$ cat src/hw/rtl/fdmc_pkg.sv
// ---------------------------------------------------------------------------
// fdmc_pkg
// Shared types and constants for the frame difference motion centroid unit.
// ---------------------------------------------------------------------------
`default_nettype none

package fdmc_pkg;

  // Configuration register indexes
  localparam int unsigned CFG_IDX_W = 2;
  localparam logic [CFG_IDX_W-1:0] REG_DIFF_THRESHOLD   = 2'd0;
  localparam logic [CFG_IDX_W-1:0] REG_FRAME_WIDTH      = 2'd1;
  localparam logic [CFG_IDX_W-1:0] REG_FRAME_HEIGHT     = 2'd2;
  localparam logic [CFG_IDX_W-1:0] REG_MOTION_COUNT_MIN = 2'd3;

  // Field widths
  localparam int unsigned PIXEL_W   = 16;
  localparam int unsigned GREEN_W   = 6;
  localparam int unsigned GREEN_LSB = 5;
  localparam int unsigned THRESH_W  = 6;
  localparam int unsigned SIZE_W    = 11;
  localparam int unsigned COUNT_W   = 21;
  localparam int unsigned COORD_W   = 10;
  localparam int unsigned CFG_DATA_W = COUNT_W;

  // Register reset values
  localparam logic [THRESH_W-1:0] THRESH_RST = 6'd8;
  localparam logic [SIZE_W-1:0]   WIDTH_RST  = 11'd400;
  localparam logic [SIZE_W-1:0]   HEIGHT_RST = 11'd240;
  localparam logic [COUNT_W-1:0]  MIN_RST    = 21'd200;

  typedef enum logic [1:0] {
    S_IDLE,
    S_START,
    S_DIV,
    S_LOAD
  } state_t;

endpackage

`default_nettype wire

$ cat src/hw/rtl/frame_difference_motion_centroid_unit.sv
// ---------------------------------------------------------------------------
// frame_difference_motion_centroid_unit
// Counts pixels whose green field changed between two frames and reports the
// changed count, a motion flag and the centroid of the changed pixels.
// ---------------------------------------------------------------------------
//
//  channel | direction | handshake            | payload
//  --------+-----------+----------------------+------------------------------
//  in_     | input     | in_valid / in_stall  | curr_pixel, prev_pixel
//  out_    | output    | out_valid / out_stall| motion, changed_pixels,
//          |           |                      | centroid_x, centroid_y
//  cfg_    | input     | cfg_we               | cfg_index, cfg_wdata
//
// Pixels stream at one per clock while in_stall is low; in_stall is high after
// the last pixel of a frame until its result is loaded. Without motion the
// divider is skipped; with motion both centroids go one quotient bit per cycle
// through a single shared restoring divider (SUM_W is 31 at the default sizes).
// The result sits in an output register; new pixels are taken while it waits,
// but the next frame end holds until the previous result has been transferred.
// Synchronous active-low reset restores all but divider and output data regs.
`default_nettype none

module frame_difference_motion_centroid_unit #(
  parameter int unsigned MAX_WIDTH  = 1024,
  parameter int unsigned MAX_HEIGHT = 1024
) (
  input  wire logic                                  clk,
  input  wire logic                                  rst_n,
  // Input pixel pairs
  input  wire logic                                  in_valid,
  output logic                                       in_stall,
  input  wire logic [fdmc_pkg::PIXEL_W-1:0]          in_curr_pixel,
  input  wire logic [fdmc_pkg::PIXEL_W-1:0]          in_prev_pixel,
  // Frame results
  output logic                                       out_valid,
  input  wire logic                                  out_stall,
  output logic                                       out_motion,
  output logic [fdmc_pkg::COUNT_W-1:0]               out_changed_pixels,
  output logic [fdmc_pkg::COORD_W-1:0]               out_centroid_x,
  output logic [fdmc_pkg::COORD_W-1:0]               out_centroid_y,
  // Configuration
  input  wire logic                                  cfg_we,
  input  wire logic [fdmc_pkg::CFG_IDX_W-1:0]        cfg_index,
  input  wire logic [fdmc_pkg::CFG_DATA_W-1:0]       cfg_wdata
);

  localparam int unsigned CW   = $clog2(MAX_WIDTH);
  localparam int unsigned RW   = $clog2(MAX_HEIGHT);
  localparam int unsigned PW   = $clog2(MAX_WIDTH * MAX_HEIGHT + 1);
  localparam int unsigned SZ0  = ($clog2(MAX_WIDTH + 1) > $clog2(MAX_HEIGHT + 1)) ?
                                 $clog2(MAX_WIDTH + 1) : $clog2(MAX_HEIGHT + 1);
  localparam int unsigned SZW  = (SZ0 > fdmc_pkg::SIZE_W) ? SZ0 : fdmc_pkg::SIZE_W;
  localparam int unsigned SUM_W = ((CW > RW) ? CW : RW) + PW;
  localparam int unsigned STW  = $clog2(SUM_W);
  localparam logic [SZW-1:0] MAXW_C = SZW'(MAX_WIDTH);
  localparam logic [SZW-1:0] MAXH_C = SZW'(MAX_HEIGHT);

  // Configuration registers
  logic [fdmc_pkg::THRESH_W-1:0] thresh_r;
  logic [fdmc_pkg::SIZE_W-1:0]   width_r;
  logic [fdmc_pkg::SIZE_W-1:0]   height_r;
  logic [fdmc_pkg::COUNT_W-1:0]  min_r;

  // Frame state
  fdmc_pkg::state_t state_r, state_nxt;
  logic [CW-1:0]                 col_r;
  logic [RW-1:0]                 row_r;
  logic [SUM_W-1:0]              sum_col_r;
  logic [SUM_W-1:0]              sum_row_r;
  logic [fdmc_pkg::COUNT_W-1:0]  count_r;

  // Divider
  logic [SUM_W-1:0]              div_r;
  logic [fdmc_pkg::COUNT_W-1:0]  rem_r;
  logic [fdmc_pkg::COORD_W-1:0]  quo_r;
  logic                          ovf_r;
  logic [STW-1:0]                step_r;
  logic                          sel_y_r;
  logic                          motion_r;
  logic [fdmc_pkg::COORD_W-1:0]  cx_r;

  // Output register
  logic                          out_valid_r;
  logic                          out_motion_r;
  logic [fdmc_pkg::COUNT_W-1:0]  out_count_r;
  logic [fdmc_pkg::COORD_W-1:0]  out_cx_r;
  logic [fdmc_pkg::COORD_W-1:0]  out_cy_r;

  // Pixel path
  logic                          in_xfer;
  logic [fdmc_pkg::GREEN_W-1:0]  cur_g, prv_g, gdiff;
  logic                          changed;
  logic [SZW-1:0]                w_eff, h_eff, col_inc, row_inc;
  logic                          row_end, frame_end;

  // Sequencer strobes
  logic                          motion_now;
  logic                          div_last;
  logic                          do_load;
  logic                          out_free;

  // Divider step
  logic [fdmc_pkg::COUNT_W:0]    rem_shift;
  logic [fdmc_pkg::COUNT_W:0]    rem_diff;
  logic                          q_bit;
  logic [fdmc_pkg::COUNT_W-1:0]  rem_step;
  logic [fdmc_pkg::COORD_W-1:0]  quo_fin;
  logic                          ovf_fin;
  logic [fdmc_pkg::COORD_W-1:0]  div_res;

  assign in_stall = (state_r != fdmc_pkg::S_IDLE);
  assign in_xfer  = in_valid && !in_stall;
  assign out_free = !out_valid_r || !out_stall;

  // Green field comparison
  assign cur_g   = in_curr_pixel[fdmc_pkg::GREEN_LSB +: fdmc_pkg::GREEN_W];
  assign prv_g   = in_prev_pixel[fdmc_pkg::GREEN_LSB +: fdmc_pkg::GREEN_W];
  assign gdiff   = (cur_g >= prv_g) ? (cur_g - prv_g) : (prv_g - cur_g);
  assign changed = gdiff > thresh_r;

  // Frame size, zero treated as one and clamped to the build maximum
  always_comb begin
    if (width_r == '0) begin
      w_eff = SZW'(1);
    end else if (SZW'(width_r) > MAXW_C) begin
      w_eff = MAXW_C;
    end else begin
      w_eff = SZW'(width_r);
    end
    if (height_r == '0) begin
      h_eff = SZW'(1);
    end else if (SZW'(height_r) > MAXH_C) begin
      h_eff = MAXH_C;
    end else begin
      h_eff = SZW'(height_r);
    end
  end

  assign col_inc   = SZW'(col_r) + SZW'(1);
  assign row_inc   = SZW'(row_r) + SZW'(1);
  assign row_end   = col_inc >= w_eff;
  assign frame_end = row_end && (row_inc >= h_eff);

  // One restoring division step: one quotient bit per cycle
  assign rem_shift = {rem_r, div_r[SUM_W-1]};
  assign rem_diff  = rem_shift - {1'b0, count_r};
  assign q_bit     = rem_shift >= {1'b0, count_r};
  assign rem_step  = q_bit ? rem_diff[fdmc_pkg::COUNT_W-1:0]
                           : rem_shift[fdmc_pkg::COUNT_W-1:0];
  assign quo_fin   = {quo_r[fdmc_pkg::COORD_W-2:0], q_bit};
  assign ovf_fin   = ovf_r || quo_r[fdmc_pkg::COORD_W-1];
  assign div_res   = ovf_fin ? '1 : quo_fin;

  assign motion_now = count_r > min_r;

  // Sequencer
  always_comb begin
    state_nxt = state_r;
    div_last  = 1'b0;
    do_load   = 1'b0;
    unique case (state_r)
      fdmc_pkg::S_IDLE: begin
        if (in_xfer && frame_end) begin
          state_nxt = fdmc_pkg::S_START;
        end
      end
      fdmc_pkg::S_START: begin
        state_nxt = motion_now ? fdmc_pkg::S_DIV : fdmc_pkg::S_LOAD;
      end
      fdmc_pkg::S_DIV: begin
        if (step_r == '0) begin
          div_last = 1'b1;
          if (sel_y_r) begin
            state_nxt = fdmc_pkg::S_LOAD;
          end
        end
      end
      fdmc_pkg::S_LOAD: begin
        if (out_free) begin
          do_load   = 1'b1;
          state_nxt = fdmc_pkg::S_IDLE;
        end
      end
      default: state_nxt = fdmc_pkg::S_IDLE;
    endcase
  end

  always_ff @(posedge clk) begin
    if (!rst_n) begin
      state_r <= fdmc_pkg::S_IDLE;
    end else begin
      state_r <= state_nxt;
    end
  end

  // Configuration writes
  always_ff @(posedge clk) begin
    if (!rst_n) begin
      thresh_r <= fdmc_pkg::THRESH_RST;
      width_r  <= fdmc_pkg::WIDTH_RST;
      height_r <= fdmc_pkg::HEIGHT_RST;
      min_r    <= fdmc_pkg::MIN_RST;
    end else if (cfg_we) begin
      unique case (cfg_index)
        fdmc_pkg::REG_DIFF_THRESHOLD:   thresh_r <= cfg_wdata[fdmc_pkg::THRESH_W-1:0];
        fdmc_pkg::REG_FRAME_WIDTH:      width_r  <= cfg_wdata[fdmc_pkg::SIZE_W-1:0];
        fdmc_pkg::REG_FRAME_HEIGHT:     height_r <= cfg_wdata[fdmc_pkg::SIZE_W-1:0];
        fdmc_pkg::REG_MOTION_COUNT_MIN: min_r    <= cfg_wdata;
        default: ;
      endcase
    end
  end

  // Position counters and accumulators
  always_ff @(posedge clk) begin
    if (!rst_n) begin
      col_r     <= '0;
      row_r     <= '0;
      sum_col_r <= '0;
      sum_row_r <= '0;
      count_r   <= '0;
    end else if (in_xfer) begin
      if (changed) begin
        sum_col_r <= sum_col_r + SUM_W'(col_r);
        sum_row_r <= sum_row_r + SUM_W'(row_r);
        if (count_r != '1) begin
          count_r <= count_r + 1'b1;
        end
      end
      if (!row_end) begin
        col_r <= col_r + 1'b1;
      end else begin
        col_r <= '0;
        row_r <= frame_end ? '0 : (row_r + 1'b1);
      end
    end else if (do_load) begin
      // The sums held still for the division; the frame is now reported.
      sum_col_r <= '0;
      sum_row_r <= '0;
      count_r   <= '0;
    end
  end

  // Divider datapath
  always_ff @(posedge clk) begin
    if (state_r == fdmc_pkg::S_START) begin
      motion_r <= motion_now;
      sel_y_r  <= 1'b0;
      div_r    <= sum_col_r;
      rem_r    <= '0;
      quo_r    <= '0;
      ovf_r    <= 1'b0;
      step_r   <= STW'(SUM_W - 1);
      cx_r     <= '0;
    end else if (state_r == fdmc_pkg::S_DIV) begin
      if (div_last) begin
        if (!sel_y_r) begin
          // X quotient done; restart the same unit on the row sum.
          cx_r    <= div_res;
          sel_y_r <= 1'b1;
          div_r   <= sum_row_r;
          rem_r   <= '0;
          quo_r   <= '0;
          ovf_r   <= 1'b0;
          step_r  <= STW'(SUM_W - 1);
        end else begin
          quo_r <= div_res;
        end
      end else begin
        div_r  <= {div_r[SUM_W-2:0], 1'b0};
        rem_r  <= rem_step;
        quo_r  <= quo_fin;
        ovf_r  <= ovf_fin;
        step_r <= step_r - 1'b1;
      end
    end
  end

  // Output register
  always_ff @(posedge clk) begin
    if (!rst_n) begin
      out_valid_r <= 1'b0;
    end else if (do_load) begin
      out_valid_r <= 1'b1;
    end else if (!out_stall) begin
      out_valid_r <= 1'b0;
    end
  end

  always_ff @(posedge clk) begin
    if (do_load) begin
      out_motion_r <= motion_r;
      out_count_r  <= count_r;
      out_cx_r     <= motion_r ? cx_r : '0;
      out_cy_r     <= motion_r ? quo_r : '0;
    end
  end

  assign out_valid          = out_valid_r;
  assign out_motion         = out_motion_r;
  assign out_changed_pixels = out_count_r;
  assign out_centroid_x     = out_cx_r;
  assign out_centroid_y     = out_cy_r;

endmodule

`default_nettype wire
$ cat config.mk
export PLATFORM = sky130hd
export DESIGN_NAME = frame_difference_motion_centroid_unit
export DESIGN_NICKNAME = d
export VERILOG_FILES = /design/src/hw/rtl/fdmc_pkg.sv /design/src/hw/rtl/frame_difference_motion_centroid_unit.sv
export SDC_FILE = /design/constraint.sdc
export NUM_CORES = 1
export LEC_CHECK = 0
export BUFFER_PORTS_ARGS = -buffer_cell sky130_fd_sc_hd__buf_2
export CORE_ASPECT_RATIO = 1.1
export CORE_MARGIN = 2
export CORE_UTILIZATION = 60
export DETAILED_ROUTE_END_ITERATION = 10
export MAX_ROUTING_LAYER = met4
export PLACE_DENSITY = 0.79
export REMOVE_ABC_BUFFERS = 1
export SLEW_MARGIN = 20
export SYNTH_ARGS = -nofsm -noshare
export SYNTH_HDL_FRONTEND = slang
export SYNTH_SLANG_ARGS = --single-unit
$ cat constraint.sdc
create_clock -name clk -period 15.4 [get_ports clk]
set_clock_uncertainty 0.15 [all_clocks]
set_input_delay 3.85 -clock clk [delete_from_list [all_inputs] [get_ports clk]]
set_output_delay 3.85 -clock clk [all_outputs]
set_load 0.05 [all_outputs]
==> summary.txt <==
Status
  – Outcome: finished clean

CTS
  – # H-tree levels: 1
  – Total CTS buffers: 29
  – Root Buffer Master: clkbuf_16
  – Clock tree buffer depth: 3
  – Hold Buf Count CTS: 0
  – Post-CTS Setup Inserts: 0
  – Post_cts resized: 0
  – Worst-Skew Late Latency: 0.55 ns
  – CTS tree: yes
  – Clk slew on worst S/H paths: 0.06 ns
  – Sink Count: 277

Pwr
  – Int Power: 1.62 mW
  – Flop pwr share: 0.330
  – Switching Share: 0.373
  – Psw: 963 uW
  – Leakage: 6.69 nW
  – Peak supply drop: 208 uV
  – Clock power share: 0.277
  – Total power: 2.58 mW
  – Comb power frac: 0.394
  – Pwr per Cell Area: 157 mW/mm2

Setup path
  – Reg-to-reg slack, setup: 11.34 ns
  – CP peak stage delay: 0.77 ns
  – Max FO, Critical Path: 24
  – Reg2reg end: sum_row_r[25]
  – R2r startpoint: state_r[0]
  – CP Capture Type: register
  – Worst setup SP type: input port
  – Most used cell, CP: a21oi_1
  – Kind of critical path: input port to register
  – Crit path max-delay family: compound AO/OA/AOI/OAI gates
  – R2R cell count: 9
  – Crit path buffers/inverters: 4
  – Slowest cell on the critical path: a21oi_1
  – Worst EP required: 15.66 ns
  – Worst path cell trace: buf_2 -> inv_1 -> ha_1 -> inv_1 -> fa_1 -> a21o_1 -> a21oi_1 -> a31o_2 -> mux2_2 -> o21ai_0 -> a21oi_1 -> a31o_2 -> ha_1 -> nand4_1 -> a21oi_1 -> o31ai_4 -> buf_4 -> a21oi_1 -> and3_1 -> nand3_1 -> xor2_1 -> nor2_1
  – Worst Path Arrival: 8.71 ns

Timing
  – Setup violators final: 0
  – Worst hold margin: 0.305 ns
  – FMAX: 0.118 GHz
  – Setup TNS: 0 ns
  – Pins Over Slew Limit: 0
  – RSZ-0062 raised after global routing: false
  – Hold Violations, Final: 0
  – Worst Tran Pin Value: 1.10 ns
  – Final min period: 8.45 ns
  – Fin crit share: 0.549
  – Slew HR: 0.266

Yosys
  – Synth Area in Compound Gates: 0.149
  – Synth top area share: 0.274
  – Seq cells post-synth: 277
  – Synth area leaders: dfxtp_1, edfxtp_1, ha_1
  – Synth Area in XOR/XNOR: 0.0668
  – Multiplexer share of the synthesized area: 0.0258
  – Commonest cells in the netlist: nand2_1, dfxtp_1, nor2_1
  – Synthesized-area fraction occupied by adder cells: 0.0997
  – Syn Area/Cell: 8.71 um2
  – Number of synthesized flops with an enable pin: 74
  – Largest family of logic cells by synthesized area: simple AND/OR/NAND/NOR gates
  – Synth warnings: 0
  – Cell taking the most area after synthesis: dfxtp_1
  – Synthesized area: 0.0148 mm2
  – Cell with the most instances after synthesis: nand2_1
  – Syn Inst Count: 1701
  – Synth async-reset ratio: 0
  – Main synth FF type: dfxtp_1
  – Unique masters post-synth: 66
  – Seq/Total Area, Yosys: 0.424
  – Synth Area in Simple Gates: 0.194

Route
  – Detailed-route vias per instance: 5.84
  – Remaining DRCs: 0
  – Avg WL per Cell: 16.1 um
  – ANT nets after route: 0
  – Via count: 12.2k
  – Drt initial violations: 690
  – Post-Route WL: 33500 um
  – Pre-antenna DRT Iters: 6

Min path
  – Hold Crit Start: min_r[4]
  – Hold Crit Class: register to register
  – WHS Path Cells: 2
  – Hold Path End: min_r[4]

Layout
  – Finished Cell Area: 0.0164 mm2
  – Nets: 1927
  – Share of cells above drive strength 1: 0.0941
  – Syn-to-layout area delta: 10.9%
  – Non-filler cells, final: 2086
  – Fill count: 1919

GRT
  – Gr ovfl total: 0
  – First-pass GRT wire length: 56700 um
  – Global-route usage over all layers: 0.268
  – Number of global-route vias before repair: 11.9k
  – Initial antenna violation count: 2
  – Largest net degree at the start of global routing: 71

Floorplan
  – Die Area: 0.0260 mm2
  – Row cnt: 60
  – Die Ht: 169 um
  – Starting Density: 0.607
  – Die span in x: 154 um
  – Core area: 0.0244 mm2
  – # IOs: 104

Placed design
  – Cell total after placement: 2031
  – DP Wirelength: 23400 um
  – Final Wtd Congestion: 0.897
  – PortBufs: 83
  – DP Area: 0.0154 mm2

Job
  – MaxCap Viol Count: 0
final cells by class:
cell class | instances | area, um2 | share of cell area
Antenna cell | 2 | 5.00 | 0.000305
Timing Repair Buffer | 91 | 475 | 0.0289
Inverter | 83 | 312 | 0.0190
Clock buffer | 40 | 915 | 0.0557
Tap cell | 310 | 388 | 0.0236
Clock inverter | 13 | 83.8 | 0.00510
Multi-Input combinational cell | 1270 | 7970 | 0.485
Sequential cell | 277 | 6290 | 0.383
how the worst max path moves through the flow:
stage | startpoint | endpoint | cells past startpoint
6_report | in_curr_pixel[5] | sum_row_r[25] | 22
5_1_grt | in_curr_pixel[5] | sum_row_r[25] | 22
4_1_cts | in_curr_pixel[5] | sum_row_r[25] | 22
3_5_place_dp | in_curr_pixel[5] | sum_row_r[29] | 22
3_3_place_gp | in_curr_pixel[5] | sum_row_r[25] | 22
2_1_floorplan | in_curr_pixel[5] | sum_row_r[27] | 20
stage by stage:
stage / setup slack, ns / utilization
6_report: 6.95 / 0.673
5_1_grt: 6.53 / 0.673
3_5_place_dp: 6.40 / 0.632
2_1_floorplan: 6.86 / -
4_1_cts: 6.93 / 0.673
3_3_place_gp: 6.55 / 0.632
cell usage in the layout (no fill, tap or decap), types with 5 or more instances in the layout:
cell type / Yosys / final
o21bai_1: 6 / 6
mux2i_1: 36 / 36
a21oi_1: 144 / 144
o21a_1: 6 / 6
xnor2_1: 56 / 56
edfxtp_1: 74 / 74
and3_1: 20 / 20
nand2b_1: 18 / 18
nor2b_1: 11 / 11
nand3_1: 55 / 55
or3_1: 13 / 13
a22oi_1: 6 / 6
nand2_1: 235 / 233
clkinv_2: 0 / 7
ha_1: 110 / 109
and2_1: 31 / 30
nand4_1: 29 / 29
nor3_1: 21 / 21
o211ai_1: 16 / 16
fa_1: 5 / 5
o21ai_0: 106 / 105
nor4_1: 10 / 10
a31oi_1: 10 / 10
a211oi_1: 10 / 10
dfxtp_1: 203 / 203
inv_1: 81 / 80
a32oi_1: 5 / 5
nor2_1: 163 / 163
clkbuf_16: 0 / 35
buf_4: 2 / 8
o22ai_1: 8 / 8
a21o_1: 23 / 23
buf_2: 2 / 83
xor2_1: 57 / 57
or2_2: 8 / 8
flip-flops by register name (all words and copies together), names as in the netlist, 2 cells and up:
signal / flops
div_r: 31
sum_col_r: 31
sum_row_r: 31
count_r: 21
min_r: 21
out_changed_pixels: 21
rem_r: 21
height_r: 11
width_r: 11
col_r: 10
cx_r: 10
out_centroid_x: 10
out_centroid_y: 10
quo_r: 10
row_r: 10
thresh_r: 6
step_r: 5
state_r: 2
power groups by stage:
stage / Sequential, mW / Combinational (mW) / Clock [mW]
detailed placement: 0.865 / 1.00 / 0
CTS: 0.850 / 1.00 / 0.724
global placement: 0.862 / 0.963 / 0
finish: 0.850 / 1.02 / 0.714
global route: 0.857 / 1.14 / 0.753
floorplan: 0.854 / 0.767 / 0
worst min-delay path, stage by stage (launching register included):
cell and delay [ns]:
dfxtp_1 0.31, nand2_1 0.05, a21oi_1 0.05
layer usage:
metal  wire, um  vias to the layer above  global-route usage
met5          0                        -                   -
met3       1810                       88              0.0302
met1      14100                     5715               0.321
li1           -                     6053                   -
met2      16300                      333               0.466
met4       1300                        0               0.104
logic make-up (layout without fill, tap and decap cells):
family	Yosys count	in the layout
buf+inv	154	227
mux	38	38
other cells	0	2
flops	277	277
simple gates	629	629
xor+xnor	113	113
fa+ha+maj	115	115
compound gates	375	375
No activity file was read; power rests on OpenSTA's default activity.
